`config.mk`:
```
export PLATFORM = sky130hd
export DESIGN_NAME = first_fit_segment_allocator
export DESIGN_NICKNAME = d
export VERILOG_FILES = /design/src/hw/rtl/ffsa_pkg.sv /design/src/hw/rtl/ffsa_ram.sv /design/src/hw/rtl/first_fit_segment_allocator.sv
export SDC_FILE = /design/constraint.sdc
export NUM_CORES = 2
export LEC_CHECK = 0
export ABC_AREA = 1
export BUFFER_PORTS_ARGS = -buffer_cell sky130_fd_sc_hd__clkbuf_2
export CAP_MARGIN = 20
export CELL_PAD_IN_SITES_DETAIL_PLACEMENT = 0
export CELL_PAD_IN_SITES_GLOBAL_PLACEMENT = 1
export CORE_MARGIN = 2
export CORE_UTILIZATION = 50
export CTS_BUF_LIST = sky130_fd_sc_hd__clkbuf_16
export DETAILED_ROUTE_END_ITERATION = 10
export PLACE_DENSITY = 0.85
export SLEW_MARGIN = 20
export SYNTH_ARGS = -nofsm -noshare
export SYNTH_HDL_FRONTEND = slang
export SYNTH_HIERARCHICAL = 1
export SYNTH_SLANG_ARGS = --single-unit
```
`constraint.sdc`:
```
create_clock -name aclk -period 8.7 [get_ports aclk]
set_clock_uncertainty 0.1 [all_clocks]
set_input_delay 0.87 -clock aclk [delete_from_list [all_inputs] [get_ports aclk]]
set_output_delay 0.87 -clock aclk [all_outputs]
set_load 0.005 [all_outputs]
```
`src/hw/rtl/ffsa_pkg.sv`:
```
// ============================================================================
// ffsa_pkg - shared definitions for the first-fit segment allocator
// Sizes, widths, status, operation and register codes, and the sequencer state type.
// ============================================================================
package ffsa_pkg;

    localparam int MAX_SEGMENTS = 32;
    localparam int HEADER_BYTES = 16;

    // table index, count (must hold MAX_SEGMENTS itself), span accumulator
    localparam int IDX_W = (MAX_SEGMENTS > 1) ? $clog2(MAX_SEGMENTS) : 1;
    localparam int CNT_W = $clog2(MAX_SEGMENTS + 1);
    localparam int ACC_W = 34 + IDX_W;

    // table entry: {used, payload size}
    localparam int ENT_W = 33;

    // item layout on the stream ports
    localparam int S_DATA_W = 80;
    localparam int M_DATA_W = 40;

    typedef enum logic [1:0] {
        STATUS_OK      = 2'd0,
        STATUS_NO_ROOM = 2'd1,
        STATUS_UNKNOWN = 2'd2,
        STATUS_NULL    = 2'd3
    } status_t;

    typedef enum logic [0:0] {
        OP_ALLOC = 1'b0,
        OP_FREE  = 1'b1
    } op_t;

    typedef enum logic [0:0] {
        REG_HEAP_BASE  = 1'b0,
        REG_HEAP_BYTES = 1'b1
    } reg_idx_t;

    typedef enum logic [14:0] {
        ST_IDLE   = 15'h0001,
        ST_A_RD   = 15'h0002,
        ST_A_EV   = 15'h0004,
        ST_SH_RD  = 15'h0008,
        ST_SH_WR  = 15'h0010,
        ST_SPL_HI = 15'h0020,
        ST_SPL_LO = 15'h0040,
        ST_APPEND = 15'h0080,
        ST_ADDR   = 15'h0100,
        ST_F_RD   = 15'h0200,
        ST_F_EV   = 15'h0400,
        ST_M_RD   = 15'h0800,
        ST_M_EV   = 15'h1000,
        ST_M_LAST = 15'h2000,
        ST_DONE   = 15'h4000
    } state_t;

endpackage

```
`src/hw/rtl/ffsa_ram.sv`:
```
// ============================================================================
// ffsa_ram - generic simple dual-port RAM
// One write port, one read port, registered read data.
// ============================================================================
module ffsa_ram #(
    parameter int WIDTH = 8,
    parameter int DEPTH = 16
) (
    input  logic                                    aclk,
    input  logic                                    we,
    input  logic [(DEPTH > 1 ? $clog2(DEPTH) : 1)-1:0] waddr,
    input  logic [WIDTH-1:0]                        wdata,
    input  logic                                    re,
    input  logic [(DEPTH > 1 ? $clog2(DEPTH) : 1)-1:0] raddr,
    output logic [WIDTH-1:0]                        rdata
);

    logic [WIDTH-1:0] mem [DEPTH];

    always_ff @(posedge aclk) begin
        if (we) begin
            mem[waddr] <= wdata;
        end
        if (re) begin
            rdata <= mem[raddr];
        end
    end

endmodule

```
`src/hw/rtl/first_fit_segment_allocator.sv`:
```
// ============================================================================
// first_fit_segment_allocator - first-fit pool allocator with coalescing
// Address-ordered segment table in RAM, walked by a small sequencer.
// ============================================================================
// Usage:
//   Input items arrive on s_tvalid/s_tready. s_tuser carries the operation
//   (0 allocate, 1 free); s_tdata carries the request fields. Each item gives
//   exactly one result item on m_tvalid/m_tready: the granted payload address
//   (0 unless an allocate succeeded) and a status code.
//   heap_base and heap_bytes are set through cfg_we/cfg_addr/cfg_wdata while
//   the block is idle; writes take effect at the next clock edge.
// Sequencing:
//   One item at a time. The segment table sits in a single-port-read RAM, so
//   every table entry visited takes a read state and then an evaluate state.
//   Allocate walks the entries until one fits, shifts up the entries above
//   the split entry on a split, then writes the new entries and the result
//   address. Free walks to the match, then sweeps the whole table to merge.
//   An item that fails early (null free, rounded size too big, table full)
//   goes straight to the result state.
// Reset:
//   aresetn (synchronous, active low) empties the pool and restores the
//   register defaults (base 0, length 16 MiB). Table contents are not cleared;
//   only entries below the segment count are ever read.
// Stalls:
//   A result waits in the output register; the next item is taken meanwhile.
//   If a second result is ready while the first still waits, the sequencer
//   holds until m_tready frees the output register.
// ============================================================================
module first_fit_segment_allocator import ffsa_pkg::*; (
    input  logic                aclk,
    input  logic                aresetn,

    // configuration writes
    input  logic                cfg_we,
    input  logic [0:0]          cfg_addr,
    input  logic [31:0]         cfg_wdata,

    // request items
    input  logic                s_tvalid,
    output logic                s_tready,
    input  logic [S_DATA_W-1:0] s_tdata,    // req_size[31:0], align[44:32], release_addr[76:45]
    input  logic [0:0]          s_tuser,    // op[0]

    // result items
    output logic                m_tvalid,
    input  logic                m_tready,
    output logic [M_DATA_W-1:0] m_tdata     // result_addr[31:0], status[33:32]
);

    // ------------------------------------------------------------------------
    // Registers
    // ------------------------------------------------------------------------
    state_t              state_reg, state_next;
    logic [31:0]         base_reg, base_next;
    logic [31:0]         bytes_reg, bytes_next;
    logic [CNT_W-1:0]    count_reg, count_next;     // segments in the table
    logic [CNT_W-1:0]    idx_reg, idx_next;         // walk / shift pointer
    logic [CNT_W-1:0]    wp_reg, wp_next;           // merge write pointer
    logic [IDX_W-1:0]    hit_reg, hit_next;         // matched / split entry
    logic [ACC_W-1:0]    acc_reg, acc_next;         // span or running address
    logic [31:0]         size_reg, size_next;       // rounded request
    logic [32:0]         szh_reg, szh_next;         // rounded request + header
    logic [31:0]         hit_size_reg, hit_size_next;
    logic [31:0]         rel_reg, rel_next;
    logic                pend_valid_reg, pend_valid_next;
    logic                pend_used_reg, pend_used_next;
    logic [31:0]         pend_size_reg, pend_size_next;
    logic [31:0]         res_addr_reg, res_addr_next;
    status_t             res_status_reg, res_status_next;
    logic                m_valid_reg, m_valid_next;
    logic [M_DATA_W-1:0] m_data_reg, m_data_next;

    // ------------------------------------------------------------------------
    // Input fields
    // ------------------------------------------------------------------------
    logic [31:0] in_req_size;
    logic [12:0] in_align;
    logic [31:0] in_release;
    op_t         in_op;

    assign in_req_size = s_tdata[31:0];
    assign in_align    = s_tdata[44:32];
    assign in_release  = s_tdata[76:45];
    assign in_op       = op_t'(s_tuser[0]);

    // size rounding: align 0 acts as 1
    logic [12:0] align_m1;
    logic [32:0] round_sum;
    logic [32:0] round_size;

    assign align_m1   = (in_align == 13'd0) ? 13'd0 : in_align - 13'd1;
    assign round_sum  = {1'b0, in_req_size} + {20'd0, align_m1};
    assign round_size = round_sum & ~{20'd0, align_m1};

    // ------------------------------------------------------------------------
    // Segment table
    // ------------------------------------------------------------------------
    logic              ram_we, ram_re;
    logic [IDX_W-1:0]  ram_waddr, ram_raddr;
    logic [ENT_W-1:0]  ram_wdata, ram_rdata;
    logic              rd_used;
    logic [31:0]       rd_size;

    ffsa_ram #(
        .WIDTH (ENT_W),
        .DEPTH (MAX_SEGMENTS)
    ) u_table (
        .aclk  (aclk),
        .we    (ram_we),
        .waddr (ram_waddr),
        .wdata (ram_wdata),
        .re    (ram_re),
        .raddr (ram_raddr),
        .rdata (ram_rdata)
    );

    assign rd_used = ram_rdata[32];
    assign rd_size = ram_rdata[31:0];

    // ------------------------------------------------------------------------
    // Shared adder: a + b + header, operands picked by state
    // ------------------------------------------------------------------------
    logic [ACC_W-1:0] add_a, add_b, add_sum;

    always_comb begin
        add_a = acc_reg;
        add_b = {{(ACC_W-32){1'b0}}, rd_size};
        case (state_reg)
            ST_IDLE: begin
                add_a = {{(ACC_W-32){1'b0}}, base_reg};
                add_b = '0;
            end
            ST_APPEND: add_b = {{(ACC_W-32){1'b0}}, size_reg};
            ST_ADDR:   add_b = {{(ACC_W-32){1'b0}}, base_reg};
            ST_M_EV:   add_a = {{(ACC_W-32){1'b0}}, pend_size_reg};
            default:   add_a = acc_reg;
        endcase
    end

    assign add_sum = add_a + add_b + ACC_W'(HEADER_BYTES);

    // split fits only when strictly larger than request + header
    logic split_fit;
    assign split_fit = !rd_used && ({1'b0, szh_reg} < {2'b00, rd_size});

    // during the merge sweep the released entry reads as free
    logic merge_used;
    assign merge_used = rd_used && (idx_reg[IDX_W-1:0] != hit_reg);

    logic [CNT_W-1:0] hit_plus1;
    assign hit_plus1 = {{(CNT_W-IDX_W){1'b0}}, hit_reg} + CNT_W'(1);

    // ------------------------------------------------------------------------
    // Sequencer
    // ------------------------------------------------------------------------
    always_comb begin
        state_next      = state_reg;
        base_next       = base_reg;
        bytes_next      = bytes_reg;
        count_next      = count_reg;
        idx_next        = idx_reg;
        wp_next         = wp_reg;
        hit_next        = hit_reg;
        acc_next        = acc_reg;
        size_next       = size_reg;
        szh_next        = szh_reg;
        hit_size_next   = hit_size_reg;
        rel_next        = rel_reg;
        pend_valid_next = pend_valid_reg;
        pend_used_next  = pend_used_reg;
        pend_size_next  = pend_size_reg;
        res_addr_next   = res_addr_reg;
        res_status_next = res_status_reg;
        m_valid_next    = m_valid_reg;
        m_data_next     = m_data_reg;

        ram_we    = 1'b0;
        ram_waddr = '0;
        ram_wdata = '0;
        ram_re    = 1'b0;
        ram_raddr = '0;

        s_tready = (state_reg == ST_IDLE);

        if (cfg_we) begin
            case (reg_idx_t'(cfg_addr))
                REG_HEAP_BASE:  base_next  = cfg_wdata;
                REG_HEAP_BYTES: bytes_next = cfg_wdata;
                default:        base_next  = base_reg;
            endcase
        end

        if (m_valid_reg && m_tready) begin
            m_valid_next = 1'b0;
        end

        case (state_reg)
            ST_IDLE: begin
                if (s_tvalid) begin
                    idx_next      = '0;
                    rel_next      = in_release;
                    res_addr_next = '0;
                    size_next     = round_size[31:0];
                    szh_next      = round_size + 33'(HEADER_BYTES);
                    if (in_op == OP_ALLOC) begin
                        acc_next = '0;
                        if (round_size[32] || count_reg >= CNT_W'(MAX_SEGMENTS)) begin
                            res_status_next = STATUS_NO_ROOM;
                            state_next      = ST_DONE;
                        end else begin
                            state_next = ST_A_RD;
                        end
                    end else begin
                        acc_next = add_sum;     // first payload address
                        if (in_release == 32'd0) begin
                            res_status_next = STATUS_NULL;
                            state_next      = ST_DONE;
                        end else begin
                            state_next = ST_F_RD;
                        end
                    end
                end
            end

            // ---- allocate: first-fit walk ----
            ST_A_RD: begin
                if (idx_reg == count_reg) begin
                    state_next = ST_APPEND;
                end else begin
                    ram_re     = 1'b1;
                    ram_raddr  = idx_reg[IDX_W-1:0];
                    state_next = ST_A_EV;
                end
            end

            ST_A_EV: begin
                if (split_fit) begin
                    hit_next      = idx_reg[IDX_W-1:0];
                    hit_size_next = rd_size;
                    idx_next      = count_reg;  // first shift destination
                    state_next    = ST_SH_RD;
                end else begin
                    acc_next   = add_sum;
                    idx_next   = idx_reg + CNT_W'(1);
                    state_next = ST_A_RD;
                end
            end

            // ---- open a slot after the split entry, top down ----
            ST_SH_RD: begin
                if (idx_reg <= hit_plus1) begin
                    state_next = ST_SPL_HI;
                end else begin
                    ram_re     = 1'b1;
                    ram_raddr  = IDX_W'(idx_reg - CNT_W'(1));
                    state_next = ST_SH_WR;
                end
            end

            ST_SH_WR: begin
                ram_we     = 1'b1;
                ram_waddr  = idx_reg[IDX_W-1:0];
                ram_wdata  = ram_rdata;
                idx_next   = idx_reg - CNT_W'(1);
                state_next = ST_SH_RD;
            end

            ST_SPL_HI: begin
                ram_we     = 1'b1;
                ram_waddr  = hit_plus1[IDX_W-1:0];
                ram_wdata  = {1'b0, hit_size_reg - 32'(HEADER_BYTES) - size_reg};
                state_next = ST_SPL_LO;
            end

            ST_SPL_LO: begin
                ram_we     = 1'b1;
                ram_waddr  = hit_reg;
                ram_wdata  = {1'b1, size_reg};
                count_next = count_reg + CNT_W'(1);
                state_next = ST_ADDR;
            end

            ST_APPEND: begin
                if (add_sum > {{(ACC_W-32){1'b0}}, bytes_reg}) begin
                    res_status_next = STATUS_NO_ROOM;
                    state_next      = ST_DONE;
                end else begin
                    ram_we     = 1'b1;
                    ram_waddr  = count_reg[IDX_W-1:0];
                    ram_wdata  = {1'b1, size_reg};
                    count_next = count_reg + CNT_W'(1);
                    state_next = ST_ADDR;
                end
            end

            ST_ADDR: begin
                res_addr_next   = add_sum[31:0];
                res_status_next = STATUS_OK;
                state_next      = ST_DONE;
            end

            // ---- free: search by payload address ----
            ST_F_RD: begin
                if (idx_reg == count_reg) begin
                    res_status_next = STATUS_UNKNOWN;
                    state_next      = ST_DONE;
                end else begin
                    ram_re     = 1'b1;
                    ram_raddr  = idx_reg[IDX_W-1:0];
                    state_next = ST_F_EV;
                end
            end

            ST_F_EV: begin
                if (acc_reg[31:0] == rel_reg) begin
                    hit_next        = idx_reg[IDX_W-1:0];
                    idx_next        = '0;
                    wp_next         = '0;
                    pend_valid_next = 1'b0;
                    state_next      = ST_M_RD;
                end else begin
                    acc_next   = add_sum;
                    idx_next   = idx_reg + CNT_W'(1);
                    state_next = ST_F_RD;
                end
            end

            // ---- merge sweep: compact table, folding free runs ----
            ST_M_RD: begin
                if (idx_reg == count_reg) begin
                    state_next = ST_M_LAST;
                end else begin
                    ram_re     = 1'b1;
                    ram_raddr  = idx_reg[IDX_W-1:0];
                    state_next = ST_M_EV;
                end
            end

            ST_M_EV: begin
                if (pend_valid_reg && !pend_used_reg && !merge_used) begin
                    pend_size_next = add_sum[31:0];
                end else begin
                    if (pend_valid_reg) begin
                        ram_we    = 1'b1;
                        ram_waddr = wp_reg[IDX_W-1:0];
                        ram_wdata = {pend_used_reg, pend_size_reg};
                        wp_next   = wp_reg + CNT_W'(1);
                    end
                    pend_valid_next = 1'b1;
                    pend_used_next  = merge_used;
                    pend_size_next  = rd_size;
                end
                idx_next   = idx_reg + CNT_W'(1);
                state_next = ST_M_RD;
            end

            ST_M_LAST: begin
                ram_we          = 1'b1;
                ram_waddr       = wp_reg[IDX_W-1:0];
                ram_wdata       = {pend_used_reg, pend_size_reg};
                count_next      = wp_reg + CNT_W'(1);
                res_status_next = STATUS_OK;
                state_next      = ST_DONE;
            end

            ST_DONE: begin
                if (!m_valid_reg || m_tready) begin
                    m_valid_next = 1'b1;
                    m_data_next  = {6'd0, res_status_reg, res_addr_reg};
                    state_next   = ST_IDLE;
                end
            end

            default: state_next = ST_IDLE;
        endcase
    end

    // ------------------------------------------------------------------------
    // State update
    // ------------------------------------------------------------------------
    always_ff @(posedge aclk) begin
        if (!aresetn) begin
            state_reg   <= ST_IDLE;
            base_reg    <= 32'd0;
            bytes_reg   <= 32'd16777216;
            count_reg   <= '0;
            m_valid_reg <= 1'b0;
        end else begin
            state_reg   <= state_next;
            base_reg    <= base_next;
            bytes_reg   <= bytes_next;
            count_reg   <= count_next;
            m_valid_reg <= m_valid_next;
        end
    end

    // datapath registers, no reset
    always_ff @(posedge aclk) begin
        idx_reg        <= idx_next;
        wp_reg         <= wp_next;
        hit_reg        <= hit_next;
        acc_reg        <= acc_next;
        size_reg       <= size_next;
        szh_reg        <= szh_next;
        hit_size_reg   <= hit_size_next;
        rel_reg        <= rel_next;
        pend_valid_reg <= pend_valid_next;
        pend_used_reg  <= pend_used_next;
        pend_size_reg  <= pend_size_next;
        res_addr_reg   <= res_addr_next;
        res_status_reg <= res_status_next;
        m_data_reg     <= m_data_next;
    end

    assign m_tvalid = m_valid_reg;
    assign m_tdata  = m_data_reg;

endmodule

```
Yosys cells after proc, flatten, opt, wreduce, memory -nomap -nowiden --
Memories as Yosys holds them, arrays and structs flattened. A register that Yosys moved wholly into a read port is not among the register bits. Cells that the tools add are included.
Storage, ports and cells: register bits 373, bits in writable memories 1056, input port bits 119, output and inout port bits 42, logic and storage cells 179, memories 1
Operators by class: add/sub/neg operators 12, order comparisons 4, equality and inequality tests 31, mux-type cells 70, bitwise logic cells 4, reduce and logical (&&, ||, !) cells 38
Memory list:
- u_table.mem | depth 32, width 33, rd ports 1, clocked after memory_dff 1, write ports 1, line ffsa_ram.sv:18 | logic [WIDTH-1:0] mem [DEPTH];
Operator list (count):
- 15-bit one-hot mux with 14 select lines | 1
- 33-bit one-hot mux with 6 select lines | 1
- 39-bit 2-to-1 mux | 4
- 39-bit one-hot mux with 3 select lines | 1
- 15-bit 2-to-1 mux | 7
- 33-bit 2-to-1 mux | 3
- 32-bit one-hot mux with 3 select lines | 1
- 39-bit one-hot mux with 2 select lines | 1
- 32-bit 2-to-1 mux | 2
- 32-bit one-hot mux with 2 select lines | 1
- 6-bit 2-to-1 mux | 8
- 39-bit adder | 1
- 39-bit by 5-bit adder with 39-bit output, second input constant | 1
- 39-bit by 32-bit greater-than comparator with 1-bit output | 1
- 5-bit 2-to-1 mux | 7
- 32-bit by 13-bit adder with 33-bit output | 1
- 33-bit by 5-bit adder with 33-bit output, second input constant | 1
- 33-bit AND | 1
- 33-bit by 32-bit < comparator with 1-bit output | 1
- 13-bit inverter with 33-bit output | 1
- 32-bit equality test | 1
- 32-bit logical NOT | 1
- 32-bit subtractor | 1
- 32-bit by 5-bit subtractor with 32-bit output, second input constant | 1
- other kinds (57) | 110

Logic depth before layout (Yosys ltp) --
word-level depth 9, depth in mapped cells 43, depth with buffers taken out 42

By module --
Netlist, hierarchy kept.
By module, submodules not included:
- ffsa_ram | times used 1, cells an instance 3645, area an instance 44011.0 um2, sequential area each 32701.4 um2
- first_fit_segment_allocator | times used 1, cells an instance 3191, area an instance 25266.7 um2, sequential area each 10219.8 um2

Worst setup path before layout --
Ideal clock, no wire load.
path kind register -> register, from register state_reg[2], to memory u_table/mem[29][0] in the netlist's numbering (enable), library setup time 423 ps, data arrival time 7376 ps, required time 8177 ps, setup slack 800 ps, cell stages (with the launch flop) 37, path buffers 2, clock period less this slack 7900 ps, cells stage by stage dfxtp_1 -> nor2_2 -> nand2_2 -> nor2_4 -> nand2_4 -> buf_6 -> inv_2 -> buf_1 -> nand2_1 -> nand3_1 -> ha_1 -> ha_1 -> inv_1 -> fa_1 -> o21bai_1 -> nand4_1 -> nand3_1 -> nand2_1 -> nand3_1 -> xor2_1 -> inv_1 -> ha_1 -> nand2_1 -> inv_1 -> nand3_1 -> inv_1 -> a21oi_1 -> nand2_1 -> nand2_1 -> nand2_1 -> nand2_1 -> nand2_1 -> nor2_1 -> nand4_4 -> o21ai_0 -> nand3_1 -> nor2_1
On the way: elaborated cells between the ends (all ways) 20, those cells by class add/sub (2); order compare (1); eq/ne (8); mux (8); reduce/logical (1)
RTL lines:
- from (decl) | line first_fit_segment_allocator.sv:53 | state_t state_reg, state_next;
- from (signal assigned) | line first_fit_segment_allocator.sv:389 | state_reg <= state_next;
- 15-bit by 9-bit equality test with 1-bit output (tied with other cells) | line first_fit_segment_allocator.sv:128 | case (state_reg)
- 32-bit one-hot mux with 3 select lines or 39-bit one-hot mux with 2 select lines (tied branches) | line first_fit_segment_allocator.sv:128
- 39-bit adder (*) | line first_fit_segment_allocator.sv:140 | assign add_sum = add_a + add_b + ACC_W'(HEADER_BYTES);
- 39-bit by 5-bit adder with 39-bit output (*) | line first_fit_segment_allocator.sv:140
- named net add_sum[29] | line first_fit_segment_allocator.sv:123 | logic [ACC_W-1:0] add_a, add_b, add_sum;
- 39-bit by 32-bit greater-than comparator with 1-bit output (*) | line first_fit_segment_allocator.sv:284 | if (add_sum > {{(ACC_W-32){1'b0}}, bytes_reg}) begin
- 5-bit 2-to-1 mux (*) | line first_fit_segment_allocator.sv:284
- 5-bit one-hot mux with 6 select lines (*) | line first_fit_segment_allocator.sv:197 | case (state_reg)
- named net ram_waddr[4] | line first_fit_segment_allocator.sv:99 | logic [IDX_W-1:0] ram_waddr, ram_raddr;
- to (decl) | line ffsa_ram.sv:18
Mark *: on every way through the listed nets, which the timed path passes. The rest lies on a longest branch.

Worst setup path after layout --
from register state_reg[9], to memory u_table/mem[3][32] in the netlist's numbering (enable)
Same word-level chain as after synthesis.

==> summary.md <==
| Metric | Value |
|---|---|
| Total track usage | `between 20% and 30%` |
| Hold path cells | `1` |
| Max cap viols | `0` |
| Comb power frac | `27.5%` |
| Syn avg cell area | `10.1 um^2` |
| # nets final | `7344` |
| Max-slew violations | `0` |
| Grt ovf | `0` |
| Gate Count Post-Synth | `~6800` |
| Fin crit period | `~8.0 ns` |
| Pwr dens | `between 200 and 300 mW/mm^2` |
| Largest net degree at the start of global routing | `roughly 240` |
| Post-CTS setup buffer count | `0` |
| Port Buffers | `roughly 150` |
| Reg2reg path depth | `42` |
| Root Buffer | `clkbuf_16` |
| Placed standard-cell area | `about 0.073 mm^2` |
| Setup CP Type | `flop to flop` |
| Most frequent cells in the layout | `2115 x nand2_1, 1372 x edfxtp_1, 937 x nand3_1, 585 x inv_1, 321 x nor2_1` |
| Layout cells sized above 1 | `8.99%` |
| Fmax | `approximately 120 MHz` |
| Maximum vdd drop | `191 uV` |
| Vias per std cell | `5.62` |
| Die height | `approximately 380 um` |
| Total clock sinks | `1458` |
| Worst path max stage delay | `0.76 ns` |
| Drt pass-1 iters | `6` |
| Starting Density | `between 50 and 60%` |
| R2R Setup Slk | `0.66 ns` |
| Switching Share | `34.0%` |
| Total die area | `between 0.1 and 0.15 mm^2` |
| Post-route ant nets | `0` |
| Most common cell after layout, fill and taps aside | `nand2_1` |
| Placed insts | `around 8700` |
| CP endpoint kind | `flop` |
| Asr flop ratio synth | `0%` |
| Final period util | `92.4%` |
| Hold_buf cts | `0` |
| RSZ-0062 raised after global routing | `yes` |
| Number of synthesized register bits | `1458` |
| Rows | `136` |
| Top FF cell, synth | `edfxtp_1` |
| Finish-stage setup viols | `0` |
| Drt first-iter violations | `5115` |
| Synth Warn # | `6` |
| Worst Setup SP | `state_reg[9]$_SDFFE_PN0P_` |
| I/O Pins | `161` |
| Final Worst Setup Slack | `0.658 ns` |
| Clock slew at reported path FFs | `0.06 ns` |
| Fin Setup TNS | `0 ns` |
| GP Congestion | `slightly below 1` |
| WP data required | `9.10 ns` |
| Number of CTS-inserted buffers | `150` |
| Vias in the first global route | `47200` |
| Die W | `376 um` |
| Initial antenna violation count | `1` |
| Worst slew pin tran | `1.16 ns` |
| Core ar. | `0.137 mm^2` |
| Crit-path leading delay family | `simple AND/OR/NAND/NOR gates` |
| Post-synthesis cell type count | `60` |
| Post-cts sizing count | `0` |
| Worst min-delay path class | `primary input to flop` |
| P_leak | `30.3 nW` |
| Post-route insts no fill | `8924` |
| Detailed-route DRC error count | `0` |
| Final hold violations | `0` |
| Worst path depth | `between 40 and 50` |
| Number of flops mapped to enable cells by yosys | `1372` |
| Drt total wl | `191000 um` |
| Worst slack at placement | `0.668 ns` |
| Critical path startpoint category | `flop` |
| Post-DP HPWL | `123000 um` |
| Critical Path AT | `~8.4 ns` |
| Crit path max fanout | `25` |
| Worst slew margin | `22.7%` |
| Status | `finished clean` |
| Worst Min Path Start | `s_tdata[66]` |
| Global-route wire length before repair | `287000 um` |
| Worst reg2reg path endpoint | `u_table/mem[3][32]$_DFFE_PP_` |
| Skew-Pair Late Insertion Delay | `around 0.8 ns` |
| Final Cell Area | `0.0772 mm^2` |
| Max FFs per register | `1056` |
| Vias | `50100` |
| Area growth syn-to-layout | `11.4%` |
| Mapped cell area | `0.0693 mm^2` |
| Register area share after synthesis | `62.0%` |
| Crit path max-delay cell type | `nor2_4` |
| CTS tree | `yes` |
| Wire per inst | `21.4 um` |
| Sw Pwr | `roughly 7 mW` |
| Reg power frac | `a little over two fifths` |
| CTS max path bufs | `3` |
| R2r startpoint | `state_reg[9]$_SDFFE_PN0P_` |
| Worst path bufs/invs | `9` |
| H-tree Lvls | `4` |
| Clk pwr share | `between 30% and 40%` |
| Finished Core Util | `56.1%` |
| Worst Setup EP | `u_table/mem[3][32]$_DFFE_PP_` |
| Most frequent CP cell | `nand2_1` |
| Internal Power | `13.3 mW` |
kinds of logic (layout without fill, tap and decap cells):
kind of cell | Yosys count | after routing | synth area share (%)
AOI/OAI and AO/OA | 575 | 575 | 4.86
buffers and inverters | 867 | 1155 | 5.80
xor gates and xnor gates | 109 | 109 | 1.40
and+or+nand+nor | 3609 | 3609 | 22.0
other | 1 | 7 | 0.00541
DFF | 1458 | 1458 | 62.0
adders and majority gates | 217 | 217 | 3.95
metrics by stage:
step                      hold WS, ns  power, mW
after CTS                       0.123       20.2
after detailed placement        0.305       14.1
after floorplan                 0.300       12.1
final                           0.164       20.2
after global placement          0.301       14.1
after global routing            0.140       21.2
Yosys cell counts (34+ instances only):
master    count  area [um^2]
o21ai_0     189          946
buf_2       130          651
xnor2_1      37          324
nor3_1       34          170
buf_6        63          709
xor2_1       70          613
nand4_1      60          375
dfxtp_1      86         1720
nand2_1    2118         7950
edfxtp_1   1372        41200
a21oi_1     216         1080
ha_1        214         2680
nor2_1      359         1350
o221ai_1     54          473
inv_1       550         2060
clkbuf_1     70          263
nand3_1     937         4690
area by class of cell:
class / instances / area, um^2
clock buffers: 151 / 3780
flip-flops and latches: 1458 / 42900
fillers: 11600 / 60300
inverters: 562 / 2140
diodes: 1 / 2.50
clock inverters: 122 / 908
well taps: 1794 / 2240
repair buffers: 320 / 2490
multi-input cells: 4516 / 22700
routing by layer:
| layer | global-route usage [%] | share of wire [%] | vias up |
|---|---|---|---|
| met5 | 0 | 0.010 | - |
| met2 | 43.5 | 47 | 1958 |
| met4 | 9.14 | 3.3 | 2 |
| li1 | - | - | 23800 |
| met1 | 37.1 | 42 | 24000 |
| met3 | 3.64 | 7.1 | 306 |
how the worst min path moves through the flow:
stage	endpoint	slack [ns]
3_5_place_dp	m_tdata[11]$_DFFE_PP_	0.30
6_report	rel_reg[21]$_DFFE_PP_	0.16
2_1_floorplan	m_tdata[0]$_DFFE_PP_	0.30
5_1_grt	rel_reg[21]$_DFFE_PP_	0.14
3_3_place_gp	m_tdata[31]$_DFFE_PP_	0.30
4_1_cts	rel_reg[25]$_DFFE_PP_	0.12
power by group through the flow:
stage / Combinational (mW) / Sequential [mW] / Clock (mW)
final: 5.55 / 8.51 / 6.10
after global routing: 6.17 / 8.54 / 6.45
after CTS: 5.50 / 8.50 / 6.17
after detailed placement: 5.46 / 8.64 / 0
after global placement: 5.43 / 8.64 / 0
after floorplan: 3.62 / 8.51 / 0
No activity file was read; power rests on OpenSTA's default activity.
